==> src/rtl/bwn_pkg.sv <==
// Shared constants for the bone weight top-N normalizer.
// Used by every module of the block; depends on nothing else.
`default_nettype none

package bwn_pkg;

    localparam int BONE_W         = 8;
    localparam int WEIGHT_W       = 16;
    localparam int OUT_SLOTS      = 4;
    localparam int INFLUENCES_DEF = 4;
    localparam int BONE_COUNT     = 256;
    localparam int QUEUE_DEPTH    = 2;
    localparam int QUO_STEPS      = 16;
    localparam int IN_DATA_W      = BONE_W + WEIGHT_W;
    localparam int OUT_DATA_W     = OUT_SLOTS * (BONE_W + WEIGHT_W);

    localparam logic [WEIGHT_W-1:0] ONE_Q15 = 16'h8000;

endpackage

`default_nettype wire

==> src/rtl/bone_weight_top4_normalizer_top.sv <==
// Bone weight top-N normalizer: keeps the strongest bone influences of a vertex and
// scales them to sum to 1.0 in Q1.15.
//
// Input stream: one request per bone/weight pair. s_axis_tdata holds the bone index
// and the raw weight, s_axis_tuser says whether the request carries a pair at all and
// s_axis_tlast closes the vertex. A vertex without pairs is one request with tuser low
// and tlast high. The front end takes one request per cycle while its queue of closed
// vertices has room; s_axis_tready drops only when that queue is full.
// Output stream: one request per vertex on m_axis_tdata with four bones and four
// normalized weights, strongest first.
// From the closing request to m_axis_tvalid, the back end picks the record up from
// the queue, sums the kept weights, divides each slot in turn in the shared
// bit-serial divider, which sets the vertex rate, and loads the output register.
// When the sum is zero the divider is bypassed. Pairs are taken at one per cycle
// while the queue has room, so the input can take the next vertex while the back
// end still works on earlier ones. When the receiver stalls, the finished vertex
// waits in the output register while the back end works on the next queued vertex;
// the queue then fills and finally stalls the input. Reset empties the queue, drops
// any open vertex and clears m_axis_tvalid.
`default_nettype none

module bone_weight_top4_normalizer_top #(
    parameter int INFLUENCES = bwn_pkg::INFLUENCES_DEF
) (
    input  wire logic                              i_clk,
    input  wire logic                              i_rst_n,
    input  wire logic                              s_axis_tvalid,
    output logic                                   s_axis_tready,
    // Fields from bit 0: bone_index [7:0], weight [23:8].
    input  wire logic [bwn_pkg::IN_DATA_W-1:0]     s_axis_tdata,
    // Fields from bit 0: has_pair.
    input  wire logic                              s_axis_tuser,
    input  wire logic                              s_axis_tlast,
    output logic                                   m_axis_tvalid,
    input  wire logic                              m_axis_tready,
    // Fields from bit 0: bone_a, bone_b, bone_c, bone_d (8 bits each),
    // weight_a, weight_b, weight_c, weight_d (16 bits each).
    output logic [bwn_pkg::OUT_DATA_W-1:0]         m_axis_tdata
);
    import bwn_pkg::*;

    localparam int REC_W = INFLUENCES * (BONE_W + WEIGHT_W);

    logic                                w_accept;
    logic                                w_push;
    logic                                w_pop;
    logic                                w_q_full;
    logic                                w_q_empty;
    logic [INFLUENCES-1:0][BONE_W-1:0]   w_front_bones, w_back_bones;
    logic [INFLUENCES-1:0][WEIGHT_W-1:0] w_front_wts, w_back_wts;
    logic [REC_W-1:0]                    w_q_in, w_q_out;

    // The input is held off only by a full queue of closed vertices.
    assign s_axis_tready = !w_q_full;
    assign w_accept      = s_axis_tvalid && s_axis_tready;

    bwn_front #(
        .INFLUENCES (INFLUENCES)
    ) u_front (
        .i_clk      (i_clk),
        .i_rst_n    (i_rst_n),
        .i_accept   (w_accept),
        .i_has_pair (s_axis_tuser),
        .i_bone     (s_axis_tdata[BONE_W-1:0]),
        .i_weight   (s_axis_tdata[BONE_W +: WEIGHT_W]),
        .i_last     (s_axis_tlast),
        .o_push     (w_push),
        .o_bones    (w_front_bones),
        .o_weights  (w_front_wts)
    );

    // A record holds the bones in its low part and the weights above them.
    assign w_q_in       = {w_front_wts, w_front_bones};
    assign w_back_bones = w_q_out[INFLUENCES*BONE_W-1:0];
    assign w_back_wts   = w_q_out[REC_W-1:INFLUENCES*BONE_W];

    bwn_queue #(
        .DATA_W (REC_W)
    ) u_queue (
        .i_clk   (i_clk),
        .i_rst_n (i_rst_n),
        .i_push  (w_push),
        .i_data  (w_q_in),
        .i_pop   (w_pop),
        .o_full  (w_q_full),
        .o_empty (w_q_empty),
        .o_data  (w_q_out)
    );

    bwn_back #(
        .INFLUENCES (INFLUENCES)
    ) u_back (
        .i_clk     (i_clk),
        .i_rst_n   (i_rst_n),
        .i_q_empty (w_q_empty),
        .i_bones   (w_back_bones),
        .i_weights (w_back_wts),
        .o_pop     (w_pop),
        .o_valid   (m_axis_tvalid),
        .i_ready   (m_axis_tready),
        .o_data    (m_axis_tdata)
    );

    // The front end never closes a vertex into a full queue.
    a_no_push_when_full: assert property (@(posedge i_clk) disable iff (!i_rst_n)
        !(w_push && w_q_full))
        else $error("vertex record pushed into a full queue");

    // Normalized weights never add up to more than 1.0.
    a_weight_sum: assert property (@(posedge i_clk) disable iff (!i_rst_n)
        m_axis_tvalid |-> ((18'(m_axis_tdata[47:32]) + 18'(m_axis_tdata[63:48])
            + 18'(m_axis_tdata[79:64]) + 18'(m_axis_tdata[95:80])) <= 18'(ONE_Q15)))
        else $error("normalized weights exceed 1.0");

    // Division by a common sum keeps the slots in descending order.
    a_descending: assert property (@(posedge i_clk) disable iff (!i_rst_n)
        m_axis_tvalid |-> ((m_axis_tdata[47:32] >= m_axis_tdata[63:48])
            && (m_axis_tdata[63:48] >= m_axis_tdata[79:64])
            && (m_axis_tdata[79:64] >= m_axis_tdata[95:80])))
        else $error("output weights not in descending order");

endmodule

`default_nettype wire

==> src/rtl/bwn_front.sv <==
// Front end: saturates and range-checks incoming pairs, keeps the sorted slots of
// the open vertex and pushes one closed vertex record per last item. Uses bwn_pkg.
`default_nettype none

module bwn_front #(
    parameter int INFLUENCES = bwn_pkg::INFLUENCES_DEF
) (
    input  wire logic                                      i_clk,
    input  wire logic                                      i_rst_n,
    input  wire logic                                      i_accept,
    input  wire logic                                      i_has_pair,
    input  wire logic [bwn_pkg::BONE_W-1:0]                i_bone,
    input  wire logic [bwn_pkg::WEIGHT_W-1:0]              i_weight,
    input  wire logic                                      i_last,
    output logic                                           o_push,
    output logic [INFLUENCES-1:0][bwn_pkg::BONE_W-1:0]     o_bones,
    output logic [INFLUENCES-1:0][bwn_pkg::WEIGHT_W-1:0]   o_weights
);
    import bwn_pkg::*;

    localparam int FILL_W = $clog2(INFLUENCES + 1);

    logic [INFLUENCES-1:0][BONE_W-1:0]   r_bones, n_bones;
    logic [INFLUENCES-1:0][WEIGHT_W-1:0] r_wts, n_wts;
    logic [FILL_W-1:0]                   r_filled, n_filled;
    logic [WEIGHT_W-1:0]                 w_sat;
    logic [FILL_W-1:0]                   w_pos;
    logic                                w_ins;

    always_comb begin
        w_sat = (i_weight > ONE_Q15) ? ONE_Q15 : i_weight;
        // Slots are sorted, so the ones that hold at least the new weight form a prefix.
        w_pos = '0;
        for (int i = 0; i < INFLUENCES; i++) begin
            if ((FILL_W'(i) < r_filled) && (r_wts[i] >= w_sat)) begin
                w_pos = w_pos + 1'b1;
            end
        end
        w_ins = i_accept && i_has_pair && (32'(i_bone) < BONE_COUNT)
                && (w_pos < FILL_W'(INFLUENCES));

        n_bones  = r_bones;
        n_wts    = r_wts;
        n_filled = r_filled;
        if (w_ins) begin
            if (r_filled < FILL_W'(INFLUENCES)) begin
                n_filled = r_filled + 1'b1;
            end
            for (int i = 1; i < INFLUENCES; i++) begin
                if (FILL_W'(i) > w_pos) begin
                    n_bones[i] = r_bones[i-1];
                    n_wts[i]   = r_wts[i-1];
                end
            end
            for (int i = 0; i < INFLUENCES; i++) begin
                if (FILL_W'(i) == w_pos) begin
                    n_bones[i] = i_bone;
                    n_wts[i]   = w_sat;
                end
            end
        end

        // An unbound vertex closes as bone 0 at full weight.
        o_bones   = n_bones;
        o_weights = n_wts;
        if (n_filled == '0) begin
            o_bones[0]   = '0;
            o_weights[0] = ONE_Q15;
        end
        o_push = i_accept && i_last;

        if (o_push) begin
            n_bones  = '0;
            n_wts    = '0;
            n_filled = '0;
        end
    end

    always_ff @(posedge i_clk) begin
        if (!i_rst_n) begin
            r_bones  <= '0;
            r_wts    <= '0;
            r_filled <= '0;
        end else begin
            r_bones  <= n_bones;
            r_wts    <= n_wts;
            r_filled <= n_filled;
        end
    end

endmodule

`default_nettype wire

==> src/rtl/bwn_queue.sv <==
// Small FIFO of closed vertex records between the front and back ends.
// Uses bwn_pkg for its depth.
`default_nettype none

module bwn_queue #(
    parameter int DATA_W = 96
) (
    input  wire logic              i_clk,
    input  wire logic              i_rst_n,
    input  wire logic              i_push,
    input  wire logic [DATA_W-1:0] i_data,
    input  wire logic              i_pop,
    output logic                   o_full,
    output logic                   o_empty,
    output logic [DATA_W-1:0]      o_data
);
    import bwn_pkg::*;

    localparam int PTR_W = (QUEUE_DEPTH > 1) ? $clog2(QUEUE_DEPTH) : 1;
    localparam int CNT_W = $clog2(QUEUE_DEPTH + 1);

    logic [DATA_W-1:0] r_mem [QUEUE_DEPTH];
    logic [PTR_W-1:0]  r_wr_ptr, r_rd_ptr;
    logic [CNT_W-1:0]  r_count;

    assign o_full  = (r_count == CNT_W'(QUEUE_DEPTH));
    assign o_empty = (r_count == '0);
    assign o_data  = r_mem[r_rd_ptr];

    always_ff @(posedge i_clk) begin
        if (i_push) begin
            r_mem[r_wr_ptr] <= i_data;
        end
    end

    always_ff @(posedge i_clk) begin
        if (!i_rst_n) begin
            r_wr_ptr <= '0;
            r_rd_ptr <= '0;
            r_count  <= '0;
        end else begin
            if (i_push) begin
                r_wr_ptr <= (r_wr_ptr == PTR_W'(QUEUE_DEPTH - 1)) ? '0 : r_wr_ptr + 1'b1;
            end
            if (i_pop) begin
                r_rd_ptr <= (r_rd_ptr == PTR_W'(QUEUE_DEPTH - 1)) ? '0 : r_rd_ptr + 1'b1;
            end
            if (i_push && !i_pop) begin
                r_count <= r_count + 1'b1;
            end else if (!i_push && i_pop) begin
                r_count <= r_count - 1'b1;
            end
        end
    end

endmodule

`default_nettype wire

==> src/rtl/bwn_back.sv <==
// Back end: sums the kept weights of one vertex, divides each by a nonzero sum with a
// shared bit-serial divider and holds the result in an output register. Uses bwn_pkg.
`default_nettype none

module bwn_back #(
    parameter int INFLUENCES = bwn_pkg::INFLUENCES_DEF
) (
    input  wire logic                                      i_clk,
    input  wire logic                                      i_rst_n,
    input  wire logic                                      i_q_empty,
    input  wire logic [INFLUENCES-1:0][bwn_pkg::BONE_W-1:0]   i_bones,
    input  wire logic [INFLUENCES-1:0][bwn_pkg::WEIGHT_W-1:0] i_weights,
    output logic                                           o_pop,
    output logic                                           o_valid,
    input  wire logic                                      i_ready,
    output logic [bwn_pkg::OUT_DATA_W-1:0]                 o_data
);
    import bwn_pkg::*;

    localparam int IDX_W  = (INFLUENCES > 1) ? $clog2(INFLUENCES) : 1;
    localparam int SUM_W  = 15 + $clog2(INFLUENCES + 1);
    localparam int STEP_W = $clog2(QUO_STEPS);

    localparam logic [2:0] ST_IDLE = 3'd0;
    localparam logic [2:0] ST_SUM  = 3'd1;
    localparam logic [2:0] ST_LOAD = 3'd2;
    localparam logic [2:0] ST_RUN  = 3'd3;
    localparam logic [2:0] ST_OUT  = 3'd4;

    logic [2:0]                          r_state, n_state;
    logic [INFLUENCES-1:0][BONE_W-1:0]   r_bones, n_bones;
    logic [INFLUENCES-1:0][WEIGHT_W-1:0] r_wts, n_wts;
    logic [IDX_W-1:0]                    r_k, n_k;
    logic [SUM_W-1:0]                    r_sum, n_sum;
    logic [SUM_W-1:0]                    r_rem, n_rem;
    logic                                r_nb, n_nb;
    logic [STEP_W-1:0]                   r_step, n_step;
    logic [WEIGHT_W-1:0]                 r_quo, n_quo;
    logic                                r_out_valid, n_out_valid;
    logic [OUT_DATA_W-1:0]               r_out_data, n_out_data;
    logic [OUT_DATA_W-1:0]               w_result;
    logic [SUM_W:0]                      w_trial;
    logic                                w_ge;
    logic                                w_last_k;

    genvar g;
    generate
        for (g = 0; g < OUT_SLOTS; g++) begin : g_slot
            if (g < INFLUENCES) begin : g_used
                assign w_result[g*BONE_W +: BONE_W] = r_bones[g];
                assign w_result[OUT_SLOTS*BONE_W + g*WEIGHT_W +: WEIGHT_W] = r_wts[g];
            end else begin : g_empty
                assign w_result[g*BONE_W +: BONE_W] = '0;
                assign w_result[OUT_SLOTS*BONE_W + g*WEIGHT_W +: WEIGHT_W] = '0;
            end
        end
    endgenerate

    assign w_trial  = {r_rem, r_nb};
    assign w_ge     = (w_trial >= {1'b0, r_sum});
    assign w_last_k = (r_k == IDX_W'(INFLUENCES - 1));
    assign o_valid  = r_out_valid;
    assign o_data   = r_out_data;

    always_comb begin
        n_state     = r_state;
        n_bones     = r_bones;
        n_wts       = r_wts;
        n_k         = r_k;
        n_sum       = r_sum;
        n_rem       = r_rem;
        n_nb        = r_nb;
        n_step      = r_step;
        n_quo       = r_quo;
        n_out_data  = r_out_data;
        n_out_valid = r_out_valid && !i_ready;
        o_pop       = 1'b0;

        unique case (r_state)
            ST_IDLE: begin
                if (!i_q_empty) begin
                    o_pop   = 1'b1;
                    n_bones = i_bones;
                    n_wts   = i_weights;
                    n_k     = '0;
                    n_sum   = '0;
                    n_state = ST_SUM;
                end
            end
            ST_SUM: begin
                n_sum = r_sum + SUM_W'(r_wts[r_k]);
                if (w_last_k) begin
                    n_k     = '0;
                    n_state = ST_LOAD;
                end else begin
                    n_k = r_k + 1'b1;
                end
            end
            ST_LOAD: begin
                if (r_sum == '0) begin
                    // Nothing to normalize by: weights stay as they are.
                    if (w_last_k) begin
                        n_state = ST_OUT;
                    end else begin
                        n_k = r_k + 1'b1;
                    end
                end else begin
                    // Numerator is w << 15; its top part w >> 1 is below the sum.
                    n_rem   = {{(SUM_W-WEIGHT_W+1){1'b0}}, r_wts[r_k][WEIGHT_W-1:1]};
                    n_nb    = r_wts[r_k][0];
                    n_step  = '0;
                    n_quo   = '0;
                    n_state = ST_RUN;
                end
            end
            ST_RUN: begin
                n_rem  = w_ge ? SUM_W'(w_trial - {1'b0, r_sum}) : SUM_W'(w_trial);
                n_quo  = {r_quo[WEIGHT_W-2:0], w_ge};
                n_nb   = 1'b0;
                n_step = r_step + 1'b1;
                if (r_step == STEP_W'(QUO_STEPS - 1)) begin
                    n_wts[r_k] = {r_quo[WEIGHT_W-2:0], w_ge};
                    if (w_last_k) begin
                        n_state = ST_OUT;
                    end else begin
                        n_k     = r_k + 1'b1;
                        n_state = ST_LOAD;
                    end
                end
            end
            ST_OUT: begin
                if (!r_out_valid || i_ready) begin
                    n_out_data  = w_result;
                    n_out_valid = 1'b1;
                    n_state     = ST_IDLE;
                end
            end
            default: begin
                n_state = ST_IDLE;
            end
        endcase
    end

    always_ff @(posedge i_clk) begin
        r_bones    <= n_bones;
        r_wts      <= n_wts;
        r_k        <= n_k;
        r_sum      <= n_sum;
        r_rem      <= n_rem;
        r_nb       <= n_nb;
        r_step     <= n_step;
        r_quo      <= n_quo;
        r_out_data <= n_out_data;
    end

    always_ff @(posedge i_clk) begin
        if (!i_rst_n) begin
            r_state     <= ST_IDLE;
            r_out_valid <= 1'b0;
        end else begin
            r_state     <= n_state;
            r_out_valid <= n_out_valid;
        end
    end

endmodule

`default_nettype wire
==> config.mk <==
export PLATFORM = sky130hd
export DESIGN_NAME = bone_weight_top4_normalizer_top
export DESIGN_NICKNAME = d
export VERILOG_FILES = /design/src/rtl/bwn_pkg.sv /design/src/rtl/bone_weight_top4_normalizer_top.sv /design/src/rtl/bwn_front.sv /design/src/rtl/bwn_queue.sv /design/src/rtl/bwn_back.sv
export SDC_FILE = /design/constraint.sdc
export NUM_CORES = 1
export LEC_CHECK = 0
export BUFFER_PORTS_ARGS = -buffer_cell sky130_fd_sc_hd__buf_2
export CAP_MARGIN = 20
export CORE_UTILIZATION = 41
export CTS_BUF_LIST = sky130_fd_sc_hd__clkbuf_4 sky130_fd_sc_hd__clkbuf_8
export CTS_CLUSTER_DIAMETER = 100
export DETAILED_ROUTE_END_ITERATION = 8
export REMOVE_ABC_BUFFERS = 1
export SYNTH_ARGS = -nofsm -noshare
export SYNTH_HDL_FRONTEND = slang
export SYNTH_SLANG_ARGS = --single-unit
==> constraint.sdc <==
create_clock -name i_clk -period 11.96 [get_ports i_clk]
set_input_delay 2.99 -clock i_clk [delete_from_list [all_inputs] [get_ports i_clk]]
set_output_delay 2.99 -clock i_clk [all_outputs]
set_load 0.01 [all_outputs]
==> summary.md <==
| Metric | Value |
|---|---|
| Count of input and output buffers | 127 |
| Largest net degree at the start of global routing | 140 |
| DR vias/cell | 5.58 |
| Warnings, synthesis | 0 |
| Commonest non-fill, non-tap cells in the layout | edfxtp_1 (442), o21ai_0 (133), buf_2 (128), a21oi_1 (113), nand3_1 (110) |
| MaxCap Viol Count | 0 |
| CTS tree | built |
| Critical setup path kind | primary input to flip-flop |
| Number of CTS-inserted buffers | 90 |
| Number of antenna violations at the first check in global routing | 4 |
| GRT Util Overall | 19.9% |
| Synth Flop Type | edfxtp_1 |
| Initial DRC count | 1,161 |
| Worst EP arrival | 9.45 ns |
| Drt first pass iters | 5 |
| Type of origin of the critical path | primary input |
| Post-Synth Adder-Cell Area | 5.54% |
| Sequential share of the synthesized area | 61.5% |
| DRT Wirelength | 62,200 um |
| Layout Skew | 0.0270 ns |
| Die area | 0.0623 mm^2 |
| Pwr Total | 6.50 mW |
| Die width | 250 um |
| Clock Tree Buf Depth | 3 |
| H-tree Lvls | 3 |
| Clock Latency Late Sink | 0.69 ns |
| Slew @ Worst Pin | 1.07 ns |
| Setup TNS | 0 ns |
| CP required | 12.51 ns |
| Syn Inst Count | 1,974 |
| GRT busiest layer | met2 |
| XOR/XNOR Fraction of Synth Area | 1.01% |
| GR Layer Usage met3 | 3.45% |
| Asr flop ratio synth | 0% |
| Area growth syn-to-layout | 13.3% |
| Number of global-route vias before repair | 16,400 |
| Final slew viol count | 0 |
| RD Place Congestion | 0.863 |
| CP Capture Type | flip-flop |
| Congestion Overflow GR | 0 |
| Final setup fails | 0 |
| Fmax | 112 MHz |
| DR WL/cell | 21.0 um |
| Synth Cell Area | 0.0251 mm^2 |
| Post-synthesis simple-gate area fraction | 8.94% |
| CP max FO | 69 |
| Cts hold-fix bufs | 0 |
| Postcts setup bufs | 0 |
| Maximum vdd drop | 0.109 mV |
| Commonest non-fill, non-tap cell in the layout | edfxtp_1 |
| DRT antenna net count | 0 |
| Main combinational cell family by area after synthesis | compound AO/OA/AOI/OAI gates |
| Nets | 2,244 |
| Die height | 250 um |
| Clock slew at reported path FFs | 0.06 ns |
| Run status | finished, final reports clean |
| Compound-Gate Fraction of Synth Area | 12.6% |
| Via count | 16,600 |
| Hold Path Class | flip-flop to flip-flop |
| Top-Level Pins | 128 |
| Min cycle time layout | 8.89 ns |
| Root buffer cell | clkbuf_8 |
| DRC Markers | 0 |
| Clock sinks | 550 |
| EDFF count, synth | 442 |
| Met2 GRT Util | 32.9% |
| First-pass GRT wire length | 95,800 um |
| Multiplexer share of the synthesized area | 7.07% |
| DP HPWL | 43,100 um |
| Proportion of layout cells with a drive suffix above 1 | 18.0% |
| Post_cts resized | 0 |
| Met1 GRT Util | 26.3% |
| RSZ-0062 raised after global routing | false |
| Relative slew slack | 28.2% |
| Core Area | 0.0605 mm^2 |
| Final hold vios | 0 |
| Avg Inst Size Synth | 12.7 um^2 |
| Fin crit share | 74.4% |
| Synth unique cells | 75 |
| Core Rows | 90 |
| P_leak | 10.2 nW |
| PwrDens | 228 mW/mm^2 |
| Starting Density | 41.5% |
| Seq cells post-synth | 550 |
kinds of logic after synthesis:
kind of cell | count (synthesis)
AO/OA/AOI/OAI | 485
XOR/XNOR | 29
adder cells (fa/ha/maj) | 110
buffers and inverters | 204
flip-flops | 550
multiplexers | 153
AND/OR/NAND/NOR | 443
critical path, stage by stage:
cell and delay, ns:
buf_2 0.11, nor3_1 0.69, a41o_1 0.35, and2_1 0.25, inv_1 0.15, ha_1 0.30
a21o_1 0.16, a21o_1 0.18, a21o_1 0.18, a211oi_1 0.22, o21ai_0 0.14, a2111oi_0 0.55
nor3_1 0.11, ha_1 0.38, xnor2_1 0.16, ha_1 0.20, a211o_1 0.28, and3_4 0.35
nand2_2 0.28, buf_4 0.58, nor3_2 0.10, buf_4 0.26, a221o_1 0.39
sequential cells by signal, summed over array words and instances (netlist names), 2 cells and up, named ones only:
| register | flops |
|---|---|
| u_queue.r_mem | 192 |
| u_back.r_quo | 15 |
| u_back.r_state | 3 |
| u_front.r_wts | 64 |
| u_queue.r_count | 2 |
| u_back.r_step | 4 |
| u_front.r_filled | 3 |
| u_back.r_bones | 32 |
| u_back.r_k | 2 |
| u_back.r_wts | 64 |
| u_back.r_sum | 18 |
| u_back.o_data | 96 |
| u_front.r_bones | 32 |
| u_back.r_rem | 18 |
synth_stat cells, types with 20 or more instances:
cell type,number,area [um^2]
edfxtp_1,442,13300
o21ai_0,133,666
a21oi_1,114,571
nand3_1,110,551
dfxtp_1,108,2160
ha_1,108,1350
mux2i_1,102,1020
inv_1,85,319
nor2_1,85,319
clkbuf_1,80,300
nand2_1,60,225
a221o_1,48,480
nor3_1,46,230
mux2_2,35,394
and3_1,33,206
a211oi_1,31,233
and2_1,31,194
o22ai_1,24,150
buf_2,23,115
xnor2_1,22,193
nor2b_1,21,131
a21o_1,20,150
per-stage QoR:
| stage | area (um^2) | hold slack [ns] | utilization (%) | cells | setup slack [ns] |
|---|---|---|---|---|---|
| final | 28400 | 0.419 | 47.0 | 2967 | 3.07 |
| after global routing | 28400 | 0.426 | 47.0 | 2966 | 2.89 |
| after CTS | 28400 | 0.420 | 47.0 | 2964 | 3.21 |
| after detailed placement | 26500 | 0.405 | 43.8 | 2794 | 2.48 |
| after global placement | 26500 | 0.403 | 43.8 | 2792 | 2.64 |
| after floorplan | 24600 | 0.400 | - | 1855 | 1.17 |
power by group:
part,total [mW],leakage (nW),switching [mW],internal (mW)
Combinational,1.96,4.16,1.19,0.771
Clock,1.74,1.02,0.776,0.969
Sequential,2.79,5.01,0.229,2.57
routing by layer:
layer  share of wire, %  vias to the layer above
li1                   -                     7851
met4                2.4                        4
met1                 44                     8144
met2                 48                      457
met3                5.1                       99
met5              0.039                        -
final timing paths:
| check | startpoint | cells past startpoint | to | slack [ns] |
|---|---|---|---|---|
| setup / recovery | s_axis_tdata[19] | 23 | u_front.r_bones[14]$_SDFF_PP0_ | 3.07 |
| setup reg to reg | u_front.r_wts[0]$_SDFF_PP0_ | 21 | u_front.r_bones[14]$_SDFF_PP0_ | 6.07 |
| hold reg to reg | u_back.r_bones[28]$_DFFE_PP_ | 0 | u_back.o_data[28]$_DFFE_PP_ | 0.42 |
| hold / removal | u_back.r_bones[28]$_DFFE_PP_ | 0 | u_back.o_data[28]$_DFFE_PP_ | 0.42 |
cell type report:
cell class | instances | area, um^2
diodes | 3 | 7.51
clock buffers | 127 | 1530
clock inverters | 43 | 397
fillers | 5386 | 32000
inverters | 85 | 319
multi-input cells | 1220 | 8910
flip-flops and latches | 550 | 15400
well taps | 782 | 978
repair buffers | 157 | 866
Power figures use the tool's default switching activity.
